<file path="config.mk">
export PLATFORM = sky130hd
export DESIGN_NAME = overwriting_log_ring_buffer_top
export DESIGN_NICKNAME = d
export VERILOG_FILES = /design/src/rtl/core/olrb_pkg.sv /design/src/rtl/core/olrb_ctrl.sv /design/src/rtl/core/olrb_datapath.sv /design/src/rtl/core/overwriting_log_ring_buffer_top.sv
export SDC_FILE = /design/constraint.sdc
export NUM_CORES = 1
export LEC_CHECK = 0
export BUFFER_PORTS_ARGS = -buffer_cell sky130_fd_sc_hd__buf_2
export CELL_PAD_IN_SITES_DETAIL_PLACEMENT = 1
export CELL_PAD_IN_SITES_GLOBAL_PLACEMENT = 1
export CORE_UTILIZATION = 55
export DETAILED_ROUTE_END_ITERATION = 8
export GPL_TIMING_DRIVEN = 0
export PLACE_DENSITY_LB_ADDON = 0.1
export SYNTH_ARGS = -nofsm -noshare
export SYNTH_HDL_FRONTEND = slang
export SYNTH_SLANG_ARGS = --single-unit
export TNS_END_PERCENT = 50
</file>
<file path="constraint.sdc">
create_clock -name clock -period 6.2 [get_ports clock]
set_clock_uncertainty 0.05 [all_clocks]
set_input_delay 1.55 -clock clock [delete_from_list [all_inputs] [get_ports clock]]
set_output_delay 1.55 -clock clock [all_outputs]
set_load 0.01 [all_outputs]
</file>
<file path="src/rtl/core/olrb_pkg.sv">
`timescale 1ns / 1ps

package olrb_pkg;

   localparam int BUFFER_DEPTH = 64;
   localparam int PTR_W        = $clog2(BUFFER_DEPTH);
   localparam int CNT_W        = $clog2(BUFFER_DEPTH + 1);
   localparam int BYTE_W       = 8;
   localparam int LIMIT_W      = 16;
   localparam int COUNT_W      = 6;
   localparam int REQ_DATA_W   = 24;
   localparam int RSP_DATA_W   = 16;

   localparam logic [BYTE_W-1:0] NEWLINE_CODE = 8'h0A;
   localparam logic [BYTE_W-1:0] NUL_CODE     = 8'h00;

   localparam logic REQ_PUT  = 1'b0;
   localparam logic REQ_READ = 1'b1;

   localparam logic STATUS_OK        = 1'b0;
   localparam logic STATUS_BAD_LIMIT = 1'b1;

   typedef enum logic [2:0] {
      ST_IDLE,
      ST_START,
      ST_SKIP_RD,
      ST_SKIP_CHK,
      ST_CLAMP,
      ST_DATA_RD,
      ST_DATA_OUT,
      ST_TERM
   } state_type;

   typedef struct packed {
      logic do_put;
      logic start_read;
      logic issue_rd;
      logic skip_upd;
      logic clamp;
      logic load_err;
      logic load_data;
      logic load_term;
   } cmd_type;

   typedef struct packed {
      logic limit_zero;
      logic store_full;
      logic rd_is_nl;
      logic avail_last;
      logic remain_zero;
      logic remain_last;
      logic out_free;
   } stat_type;

   function automatic logic [PTR_W-1:0] advance(input logic [PTR_W-1:0] p);
      logic [PTR_W-1:0] r;
      if (p == PTR_W'(BUFFER_DEPTH - 1)) begin
         r = '0;
      end else begin
         r = p + PTR_W'(1);
      end
      return r;
   endfunction

endpackage

</file>
<file path="src/rtl/core/olrb_ctrl.sv">
`timescale 1ns / 1ps

module olrb_ctrl (
   input  logic               clock,
   input  logic               reset,
   input  logic               req_tvalid,
   input  logic               req_type,
   output logic               req_tready,
   input  olrb_pkg::stat_type stat,
   output olrb_pkg::cmd_type  cmd
);

   olrb_pkg::state_type state_ff;
   olrb_pkg::state_type state_in;

   always_ff @(posedge clock) begin
      if (reset) begin
         state_ff <= olrb_pkg::ST_IDLE;
      end else begin
         state_ff <= state_in;
      end
   end

   always_comb begin
      state_in = state_ff;
      case (state_ff)
         olrb_pkg::ST_IDLE: begin
            if (req_tvalid && req_type == olrb_pkg::REQ_READ) begin
               state_in = olrb_pkg::ST_START;
            end
         end
         olrb_pkg::ST_START: begin
            if (stat.limit_zero) begin
               if (stat.out_free) begin
                  state_in = olrb_pkg::ST_IDLE;
               end
            end else if (stat.store_full) begin
               state_in = olrb_pkg::ST_SKIP_RD;
            end else begin
               state_in = olrb_pkg::ST_CLAMP;
            end
         end
         olrb_pkg::ST_SKIP_RD: begin
            state_in = olrb_pkg::ST_SKIP_CHK;
         end
         olrb_pkg::ST_SKIP_CHK: begin
            if (stat.rd_is_nl || stat.avail_last) begin
               state_in = olrb_pkg::ST_CLAMP;
            end else begin
               state_in = olrb_pkg::ST_SKIP_RD;
            end
         end
         olrb_pkg::ST_CLAMP: begin
            state_in = olrb_pkg::ST_DATA_RD;
         end
         olrb_pkg::ST_DATA_RD: begin
            if (stat.remain_zero) begin
               state_in = olrb_pkg::ST_TERM;
            end else begin
               state_in = olrb_pkg::ST_DATA_OUT;
            end
         end
         olrb_pkg::ST_DATA_OUT: begin
            if (stat.out_free && stat.remain_last) begin
               state_in = olrb_pkg::ST_TERM;
            end
         end
         olrb_pkg::ST_TERM: begin
            if (stat.out_free) begin
               state_in = olrb_pkg::ST_IDLE;
            end
         end
         default: begin
            state_in = olrb_pkg::ST_IDLE;
         end
      endcase
   end

   always_comb begin
      cmd        = '0;
      req_tready = 1'b0;
      case (state_ff)
         olrb_pkg::ST_IDLE: begin
            req_tready = 1'b1;
            if (req_tvalid) begin
               if (req_type == olrb_pkg::REQ_PUT) begin
                  cmd.do_put = 1'b1;
               end else begin
                  cmd.start_read = 1'b1;
               end
            end
         end
         olrb_pkg::ST_START: begin
            cmd.load_err = stat.limit_zero && stat.out_free;
         end
         olrb_pkg::ST_SKIP_RD: begin
            cmd.issue_rd = 1'b1;
         end
         olrb_pkg::ST_SKIP_CHK: begin
            cmd.skip_upd = 1'b1;
         end
         olrb_pkg::ST_CLAMP: begin
            cmd.clamp = 1'b1;
         end
         olrb_pkg::ST_DATA_RD: begin
            cmd.issue_rd = !stat.remain_zero;
         end
         olrb_pkg::ST_DATA_OUT: begin
            cmd.load_data = stat.out_free;
            cmd.issue_rd  = stat.out_free && !stat.remain_last;
         end
         olrb_pkg::ST_TERM: begin
            cmd.load_term = stat.out_free;
         end
         default: begin
            cmd = '0;
         end
      endcase
   end

endmodule

</file>
<file path="src/rtl/core/olrb_datapath.sv">
`timescale 1ns / 1ps

module olrb_datapath (
   input  logic                                clock,
   input  logic                                reset,
   input  logic [olrb_pkg::REQ_DATA_W-1:0]     req_tdata,
   input  olrb_pkg::cmd_type                   cmd,
   output olrb_pkg::stat_type                  stat,
   output logic                                rsp_tvalid,
   input  logic                                rsp_tready,
   output logic [olrb_pkg::RSP_DATA_W-1:0]     rsp_tdata,
   output logic                                rsp_tlast,
   output logic                                rsp_tuser
);

   logic [olrb_pkg::BYTE_W-1:0]  log_store_ff [olrb_pkg::BUFFER_DEPTH];
   logic [olrb_pkg::BYTE_W-1:0]  rd_data_ff;

   logic [olrb_pkg::PTR_W-1:0]   oldest_ff, oldest_in;
   logic [olrb_pkg::PTR_W-1:0]   wr_pos_ff, wr_pos_in;
   logic [olrb_pkg::CNT_W-1:0]   fill_ff, fill_in;
   logic                         init_nl_ff, init_nl_in;
   logic                         out_valid_ff, out_valid_in;

   logic [olrb_pkg::PTR_W-1:0]   cur_ff;
   logic [olrb_pkg::CNT_W-1:0]   avail_ff;
   logic [olrb_pkg::CNT_W-1:0]   remain_ff;
   logic [olrb_pkg::COUNT_W-1:0] sent_ff;
   logic [olrb_pkg::LIMIT_W-1:0] limit_ff;

   logic [olrb_pkg::BYTE_W-1:0]  out_byte_ff;
   logic                         out_last_ff;
   logic                         out_status_ff;
   logic [olrb_pkg::COUNT_W-1:0] out_count_ff;

   logic [olrb_pkg::BYTE_W-1:0]  put_byte;
   logic [olrb_pkg::LIMIT_W-1:0] read_limit;
   logic [olrb_pkg::LIMIT_W-1:0] limit_m1;
   logic                         store_full;
   logic                         out_free;

   assign put_byte   = req_tdata[olrb_pkg::BYTE_W-1:0];
   assign read_limit = req_tdata[olrb_pkg::BYTE_W +: olrb_pkg::LIMIT_W];
   assign limit_m1   = limit_ff - olrb_pkg::LIMIT_W'(1);
   assign store_full = (fill_ff == olrb_pkg::CNT_W'(olrb_pkg::BUFFER_DEPTH));
   assign out_free   = !out_valid_ff || rsp_tready;

   assign stat.limit_zero  = (limit_ff == '0);
   assign stat.store_full  = store_full;
   assign stat.rd_is_nl    = (rd_data_ff == olrb_pkg::NEWLINE_CODE);
   assign stat.avail_last  = (avail_ff == olrb_pkg::CNT_W'(1));
   assign stat.remain_zero = (remain_ff == '0);
   assign stat.remain_last = (remain_ff == olrb_pkg::CNT_W'(1));
   assign stat.out_free    = out_free;

   // ring state
   always_comb begin
      oldest_in  = oldest_ff;
      wr_pos_in  = wr_pos_ff;
      fill_in    = fill_ff;
      init_nl_in = init_nl_ff;
      if (cmd.do_put) begin
         wr_pos_in = olrb_pkg::advance(wr_pos_ff);
         if (wr_pos_ff == '0) begin
            init_nl_in = 1'b0;
         end
         if (store_full) begin
            oldest_in = olrb_pkg::advance(oldest_ff);
         end else begin
            fill_in = fill_ff + olrb_pkg::CNT_W'(1);
         end
      end
   end

   always_comb begin
      out_valid_in = out_valid_ff;
      if (cmd.load_err || cmd.load_data || cmd.load_term) begin
         out_valid_in = 1'b1;
      end else if (rsp_tready) begin
         out_valid_in = 1'b0;
      end
   end

   always_ff @(posedge clock) begin
      if (reset) begin
         oldest_ff    <= '0;
         wr_pos_ff    <= olrb_pkg::PTR_W'(1);
         fill_ff      <= olrb_pkg::CNT_W'(1);
         init_nl_ff   <= 1'b1;
         out_valid_ff <= 1'b0;
      end else begin
         oldest_ff    <= oldest_in;
         wr_pos_ff    <= wr_pos_in;
         fill_ff      <= fill_in;
         init_nl_ff   <= init_nl_in;
         out_valid_ff <= out_valid_in;
      end
   end

   // log memory, one write and one registered read port
   always_ff @(posedge clock) begin
      if (cmd.do_put) begin
         log_store_ff[wr_pos_ff] <= put_byte;
      end
      if (cmd.issue_rd) begin
         if (init_nl_ff && cur_ff == '0) begin
            rd_data_ff <= olrb_pkg::NEWLINE_CODE;
         end else begin
            rd_data_ff <= log_store_ff[cur_ff];
         end
      end
   end

   // read walk
   always_ff @(posedge clock) begin
      if (cmd.start_read) begin
         limit_ff <= read_limit;
         cur_ff   <= oldest_ff;
         avail_ff <= fill_ff;
         sent_ff  <= '0;
      end
      if (cmd.issue_rd) begin
         cur_ff <= olrb_pkg::advance(cur_ff);
      end
      if (cmd.skip_upd) begin
         avail_ff <= avail_ff - olrb_pkg::CNT_W'(1);
      end
      if (cmd.clamp) begin
         if ({{(olrb_pkg::LIMIT_W - olrb_pkg::CNT_W){1'b0}}, avail_ff} > limit_m1) begin
            remain_ff <= limit_m1[olrb_pkg::CNT_W-1:0];
         end else begin
            remain_ff <= avail_ff;
         end
      end
      if (cmd.load_data) begin
         remain_ff <= remain_ff - olrb_pkg::CNT_W'(1);
         sent_ff   <= sent_ff + olrb_pkg::COUNT_W'(1);
      end
   end

   // output register
   always_ff @(posedge clock) begin
      if (cmd.load_err) begin
         out_byte_ff   <= olrb_pkg::NUL_CODE;
         out_last_ff   <= 1'b1;
         out_status_ff <= olrb_pkg::STATUS_BAD_LIMIT;
         out_count_ff  <= '0;
      end else if (cmd.load_data) begin
         out_byte_ff   <= rd_data_ff;
         out_last_ff   <= 1'b0;
         out_status_ff <= olrb_pkg::STATUS_OK;
         out_count_ff  <= '0;
      end else if (cmd.load_term) begin
         out_byte_ff   <= olrb_pkg::NUL_CODE;
         out_last_ff   <= 1'b1;
         out_status_ff <= olrb_pkg::STATUS_OK;
         out_count_ff  <= sent_ff;
      end
   end

   assign rsp_tvalid = out_valid_ff;
   assign rsp_tlast  = out_last_ff;
   assign rsp_tuser  = out_status_ff;
   assign rsp_tdata  = {{(olrb_pkg::RSP_DATA_W - olrb_pkg::BYTE_W - olrb_pkg::COUNT_W){1'b0}},
                        out_count_ff, out_byte_ff};

endmodule

</file>
<file path="src/rtl/core/overwriting_log_ring_buffer_top.sv">
`timescale 1ns / 1ps

// Byte log ring buffer of 64 entries that overwrites its oldest byte when full.
// A put (req_tuser 0) is taken from idle, so puts stream at one per cycle while no read
// is in progress. A read (req_tuser 1) walks the store through the single registered read
// port of the log memory: a start step, a read and a check for each byte skipped up to the
// first newline when the store is full, a clamp and a first read, then one data byte per
// cycle unless rsp_tready stalls and a terminator transfer marked rsp_tlast that carries
// the count; a read limit of zero gives one error transfer. No new request is taken while
// a read is in progress. rsp_tready stalls hold the output register and the read walk.

module overwriting_log_ring_buffer_top (
   input  logic                            clock,
   input  logic                            reset,
   input  logic                            req_tvalid,
   output logic                            req_tready,
   input  logic [olrb_pkg::REQ_DATA_W-1:0] req_tdata,  // put_byte[7:0], read_limit[23:8]
   input  logic                            req_tuser,  // req_type
   output logic                            rsp_tvalid,
   input  logic                            rsp_tready,
   output logic [olrb_pkg::RSP_DATA_W-1:0] rsp_tdata,  // data_byte[7:0], copied_count[13:8]
   output logic                            rsp_tlast,  // last_flag
   output logic                            rsp_tuser   // status
);

   olrb_pkg::cmd_type  cmd;
   olrb_pkg::stat_type stat;

   olrb_ctrl u_ctrl (
      .clock      (clock),
      .reset      (reset),
      .req_tvalid (req_tvalid),
      .req_type   (req_tuser),
      .req_tready (req_tready),
      .stat       (stat),
      .cmd        (cmd)
   );

   olrb_datapath u_datapath (
      .clock      (clock),
      .reset      (reset),
      .req_tdata  (req_tdata),
      .cmd        (cmd),
      .stat       (stat),
      .rsp_tvalid (rsp_tvalid),
      .rsp_tready (rsp_tready),
      .rsp_tdata  (rsp_tdata),
      .rsp_tlast  (rsp_tlast),
      .rsp_tuser  (rsp_tuser)
   );

endmodule

</file>
Yosys cells after proc, flatten, opt, wreduce, memory -nomap -nowiden
Memory sizes are Yosys's and may differ from the RTL's. A register that Yosys moved wholly into a read port is not among the register bits.
Index checks and enable logic that the tools add are counted.
{"block": "word_totals", "regBits": 82, "word_cells": 111, "input_bits": 29, "n_memories": 1, "out_inout_bits": 20, "ramBits": 512}
{"name": "u_datapath.log_store_ff", "words": 64, "width": 8, "read_ports": 1, "rd_ports_with_merged_regs": 1, "wr": 1, "line": "olrb_datapath.sv:16", "text": "logic [olrb_pkg::BYTE_W-1:0] log_store_ff [olrb_pkg::BUFFER_DEPTH];"}
{"block": "classes", "bitwise": 1, "n_eq_ne": 16, "muxes": 41, "addsub": 8, "order_cmp": 1, "n_reduce_logical": 28}
{"cell": "$mux W6", "n": 7}
{"cell": "$mux W7", "n": 5}
{"cell": "$add A6 B1 Y6 const B", "n": 4}
{"cell": "$pmux W3 S8", "n": 1}
{"cell": "$eq A6 B6 Y1 const B", "n": 3}
{"cell": "$mux W3", "n": 6}
{"cell": "$mux W1", "n": 17}
{"cell": "$gt A7 B16 Y1", "n": 1}
{"cell": "$logic_not A16 Y1", "n": 1}
{"cell": "$mux W8", "n": 2}
{"cell": "$sub A16 B1 Y16 const B", "n": 1}
{"cell": "$eq A7 B1 Y1 const B", "n": 2}
{"cell": "$sub A7 B1 Y7 const B", "n": 2}
{"cell": "$eq A3 B3 Y1 const B", "n": 4}
{"cell": "$logic_not A6 Y1", "n": 2}
{"cell": "$reduce_bool A2 Y1", "n": 6}
{"cell": "$eq A8 B4 Y1 const B", "n": 1}
{"cell": "$reduce_and A2 Y1", "n": 4}
{"cell": "$add A7 B1 Y7 const B", "n": 1}
{"cell": "$eq A7 B7 Y1 const B", "n": 1}
{"cell": "$logic_not A7 Y1", "n": 1}
{"cell": "$eq A3 B2 Y1 const B", "n": 2}
{"cell": "$logic_and A1 B1 Y1", "n": 5}
{"cell": "$logic_or A1 B1 Y1", "n": 4}
{"cell": "other kinds (8)", "n": 12}

Longest topological paths before layout
{"block": "logic_depth", "ltp_word": 7, "mapped_depth": 13, "depth_no_buf": 12}

Modules after synthesis
From an unflattened synthesis, not the netlist that was laid out.
{"block": "hier_totals", "cells_unflattened": 1361, "area_unflattened_um2": 24368.4}
{"mod": "olrb_datapath", "n_inst": 1, "area_per_inst_um2": 24059.3, "cells_per_inst": 1317, "seq_area_each_um2": 17616.9}
{"mod": "olrb_ctrl", "n_inst": 1, "area_per_inst_um2": 309.0, "cells_per_inst": 44, "seq_area_each_um2": 60.1}

Worst setup path after synthesis
No wires, ideal clock.
{"block": "synth_timing", "path_kind": "register -> register", "start": "register u_datapath.limit_ff[0] in the netlist's numbering", "end": "register u_datapath.remain_ff[2] in the netlist's numbering (data pin)", "path_stages_with_launch": 14, "slack_ps": 2820, "setup_ps": 255, "t_arrival_ps": 3074, "t_required_ps": 5895, "n_path_buf": 1, "synth_period_minus_slack_ps": 3380, "cell_sequence": "edfxtp_1 -> inv_1 -> ha_1 -> or4b_4 -> nor2_1 -> xnor2_1 -> ha_1 -> and3_1 -> a211o_1 -> a2111oi_4 -> o211a_1 -> buf_4 -> nand3_1 -> a31o_1"}
{"block": "synth_between", "elab_chain_cells": 5}
{"item": "start: declaration", "line": "olrb_datapath.sv:29", "text": "logic [olrb_pkg::LIMIT_W-1:0] limit_ff;"}
{"item": "start signal: assignment", "line": "olrb_datapath.sv:117", "text": "limit_ff <= read_limit;"}
{"item": "$sub A16 B1 Y16 *", "line": "olrb_datapath.sv:44", "text": "assign limit_m1 = limit_ff - olrb_pkg::LIMIT_W'(1);"}
{"item": "$gt A7 B16 Y1", "line": "olrb_datapath.sv:129", "text": "if ({{(olrb_pkg::LIMIT_W - olrb_pkg::CNT_W){1'b0}}, avail_ff} > limit_m1) begin"}
{"item": "$mux W7 *", "line": "olrb_datapath.sv:129"}
{"item": "$mux W7 *", "line": "olrb_datapath.sv:128", "text": "if (cmd.clamp) begin"}
{"item": "$mux W7 *", "line": "olrb_datapath.sv:135", "text": "if (cmd.load_data) begin"}
{"item": "end signal: assignment", "line": "olrb_datapath.sv:130", "text": "remain_ff <= limit_m1[olrb_pkg::CNT_W-1:0];"}
{"item": "end signal: assignment", "line": "olrb_datapath.sv:132", "text": "remain_ff <= avail_ff;"}
{"item": "end signal: assignment", "line": "olrb_datapath.sv:136", "text": "remain_ff <= remain_ff - olrb_pkg::CNT_W'(1);"}
{"item": "end: declaration", "line": "olrb_datapath.sv:27", "text": "logic [olrb_pkg::CNT_W-1:0] remain_ff;"}
Every way passes the cells marked *; elsewhere a longest branch is shown, timed or not. The select of a mux whose other input is x is not followed.
A chain may end at the register's enable or synchronous reset.

Worst setup path in the final report
{"block": "layout_timing", "start": "register u_datapath.cur_ff[1] in the netlist's numbering", "end": "register u_datapath.rd_data_ff[4] in the netlist's numbering, read port of u_datapath.log_store_ff (data pin)"}
{"block": "layout_between", "elab_chain_cells": 2}
{"item": "start: declaration", "line": "olrb_datapath.sv:25", "text": "logic [olrb_pkg::PTR_W-1:0] cur_ff;"}
{"item": "start signal: assignment", "line": "olrb_datapath.sv:118", "text": "cur_ff <= oldest_ff;"}
{"item": "start signal: assignment", "line": "olrb_datapath.sv:123", "text": "cur_ff <= olrb_pkg::advance(cur_ff);"}
{"item": "$logic_not A6 Y1", "line": "olrb_datapath.sv:106", "text": "if (init_nl_ff && cur_ff == '0) begin"}
{"item": "$logic_and A1 B1 Y1", "line": "olrb_datapath.sv:106"}
{"item": "end: declaration", "line": "olrb_datapath.sv:17", "text": "logic [olrb_pkg::BYTE_W-1:0] rd_data_ff;"}
Parallel ways exist; a longest one is shown, timed or not.

==> metrics.cfg <==
[clocking]
cts.sinks=602
cts_root_buf=clkbuf_16
cts_tree=done
cts_made_buffers=59
clkTransAtPathRegs_ns=0.06
cts-resized-gates=0
post_cts_buffers=0
clk_latency_ns=0.63
cts-hold-fix-buffers=0
h-tree-depth=2
clockBufferDepth=3

[die]
ios=49
die_h_um=213.1
dieArea_sq_um=45420
start_util=0.5629
rows=76
coreArea_sq_um=43550
die_w_um=213.1

[power_and_ir_drop]
seq_power_share=0.524
p_clk_frac=0.389
power_mw=8.654
p_per_area_nw_per_um2=317.5
power.share.combinational=0.087
ir_drop_mv=0.2488
p_sw_mw=2.004
swShare=0.2316
total_leakage_power_nw=8.892
p_int_mw=6.650

[drt]
first_pass_iters=5
wl_per_cell_um=28.12
via_per_inst=6.213
drtAntennaViolNets=0
drc=0
drtIter0Drc=1185
wirelength_um=59850
vias=13220

[critical_path]
required_ns=6.45
path_class=flop to flop
ff2ff_path_depth=8
r2r_slack_ns=2.32
critical_path.startpoint_type=flop
cp_max_fo=10
r2r-end=u_datapath.rd_data_ff[4]
arrival_ns=4.13
end_kind=flop
r2r_start=u_datapath.cur_ff[1]

[timing]
rsz0062_at_grt=no
fmax_mhz=257.8
worst_pin_slew_ns=1.316
hold_viol_final=0
slew_viol_final=0
post-route-period-util=0.6257
setup_viol=0
max-slew-margin-rel=0.1230
post-route-min-period_ns=3.879
tns_ns=0

[yosys]
avgSynthCellArea_sq_um=17.66
yosys-top-cells-area=edfxtp_1 69%, mux4_2 10%, dfxtp_1 3.3%
yosysWarnings=0
syn_inst=1388
yosysUniqueCellTypes=67
yosysTopAreaCell=edfxtp_1
synth_edf_count=562
ys_seq_elements=602
yosysSeqAreaShare=0.7211
synth_top_area_frac=0.6884
ys_async_sr_fraction=0
syn_area_sq_um=24510
ys.flop_type=edfxtp_1

[final_layout]
syn_to_final_growth_pct=11.19
finalNetCount=1546
instances_no_fill=2128
fill_cells=3888
drive_gt1_frac=0.1834
diodes=0
final_util=0.6259

[placement]
place_inst=2020
place_congestion=0.8732
place_hpwl_um=39550
numPortBuffers=46

[grt]
grt_pass1_vias=13900
grt_pass1_wl_um=88340
grt_usage=0.2739
antenna_found_initial=1
grt_max_degree=65
grt-ovfl-total=0

[hold_path]
worstHoldEndpoint=u_datapath.init_nl_ff
min_path_type=flop to flop
hp-start=u_datapath.init_nl_ff
hold_path_depth=1

[flow_run]
cap_violations=0

[run_status]
run_status=completed

## logic make-up (layout without fill, tap and decap cells)
kind of cell	count (synthesis)	in the layout	synth area share
flops	602	602	0.7211
simple gates	282	282	0.05385
mux	196	196	0.1375
compound gates	157	157	0.04640
buf+inv	95	249	0.01817
xor+xnor	34	34	0.01215
fa+ha+maj	21	21	0.01072
other cells	1	2	0.0001530
## cells in the final DEF, fill, tap and decap left out, types with 10 or more instances in the layout
cell / n
inv_1: 23
or3_1: 10
clkbuf_16: 60
mux4_2: 112
dfxtp_1: 40
buf_2: 57
o22ai_1: 14
xnor2_1: 20
o21ai_0: 20
buf_4: 12
nand3_1: 20
mux2i_1: 78
nor3_1: 18
nor2_1: 131
edfxtp_1: 562
clkbuf_1: 62
xor2_1: 14
a21oi_1: 32
nand2_1: 53
o221ai_1: 32
ha_1: 21
## registers in the layout (all words and copies together) (netlist names)
name / count
u_datapath.fill_ff: 7
u_datapath.sent_ff: 6
u_datapath.wr_pos_ff: 6
u_datapath.rd_data_ff: 8
u_datapath.out_byte_ff: 8
u_datapath.limit_ff: 16
u_datapath.remain_ff: 7
u_datapath.init_nl_ff: 1
u_datapath.cur_ff: 6
u_datapath.out_count_ff: 6
u_datapath.rsp_tlast: 1
u_datapath.rsp_tuser: 1
u_datapath.avail_ff: 7
u_datapath.log_store_ff: 512
u_ctrl.state_ff: 3
u_datapath.oldest_ff: 6
u_datapath.rsp_tvalid: 1
## synth_stat cells (all sizes together) (24+ instances only)
master  number
o221ai      32
nand2       53
mux4       112
buf         33
dfxtp       40
inv         24
a21oi       32
edfxtp     562
clkbuf      38
nor2       131
mux2i       78
## worst max-delay path by stage
stage / startpoint / endpoint / slack, ns / cells after the start
after floorplan: u_datapath.limit_ff[0] / u_datapath.remain_ff[2] / 2.82 / 13
after global placement: req_tvalid / u_datapath.log_store_ff[35][6] / 2.01 / 6
after detailed placement: req_tvalid / u_datapath.log_store_ff[43][1] / 1.93 / 6
after CTS: u_datapath.limit_ff[0] / u_datapath.remain_ff[6] / 2.37 / 13
after global routing: u_datapath.limit_ff[0] / u_datapath.remain_ff[6] / 2.17 / 13
final: u_datapath.cur_ff[1] / u_datapath.rd_data_ff[4] / 2.32 / 8
## metal layers
| layer | wire length [um] | GRT usage | vias to the layer above |
|---|---|---|---|
| li1 | - | - | 5776 |
| met1 | 25400 | 0.3728 | 6885 |
| met2 | 29360 | 0.4509 | 432 |
| met3 | 3190 | 0.04736 | 126 |
| met4 | 1884 | 0.09154 | 2 |
| met5 | 8 | 0 | - |
## metrics by stage
step                      hold WS [ns]  instance area, sq um  setup WS, ns
after global routing            0.4310                 27260         2.173
after detailed placement        0.3971                 25480         1.931
after global placement          0.3814                 25480         2.009
after CTS                       0.4109                 27260         2.369
final                           0.4129                 27260         2.321
after floorplan                 0.3682                 24520         2.820
## final cells by class
class	instances	area (sq um)	share of cell area
Tap cell	585	732.0	0.02685
Timing Repair Buffer	46	230.2	0.008446
Buffer	71	355.3	0.01304
Sequential cell	602	17680	0.6485
Multi-Input combinational cell	692	6396	0.2346
Clock buffer	84	1592	0.05839
Clock inverter	24	186.4	0.006839
Inverter	24	90.09	0.003305
## worst max-delay path, stage by stage, from the launching register on
cell      delay (ns)
edfxtp_1        0.39
buf_2           0.24
buf_1           0.46
clkbuf_1        0.43
inv_1           0.19
ha_1            0.15
or4b_2          0.60
nor3b_1         0.81
nor3_1          0.24
## power by group through the flow
stage               clock network [mW]  logic [mW]  registers, mW
floorplan                            0       0.457           4.61
global placement                     0       0.730           4.62
detailed placement                   0       0.751           4.62
CTS                               3.41       0.756           4.54
global route                      3.54       0.803           4.54
finish                            3.36       0.755           4.54
(Power assumes the default switching activity.)
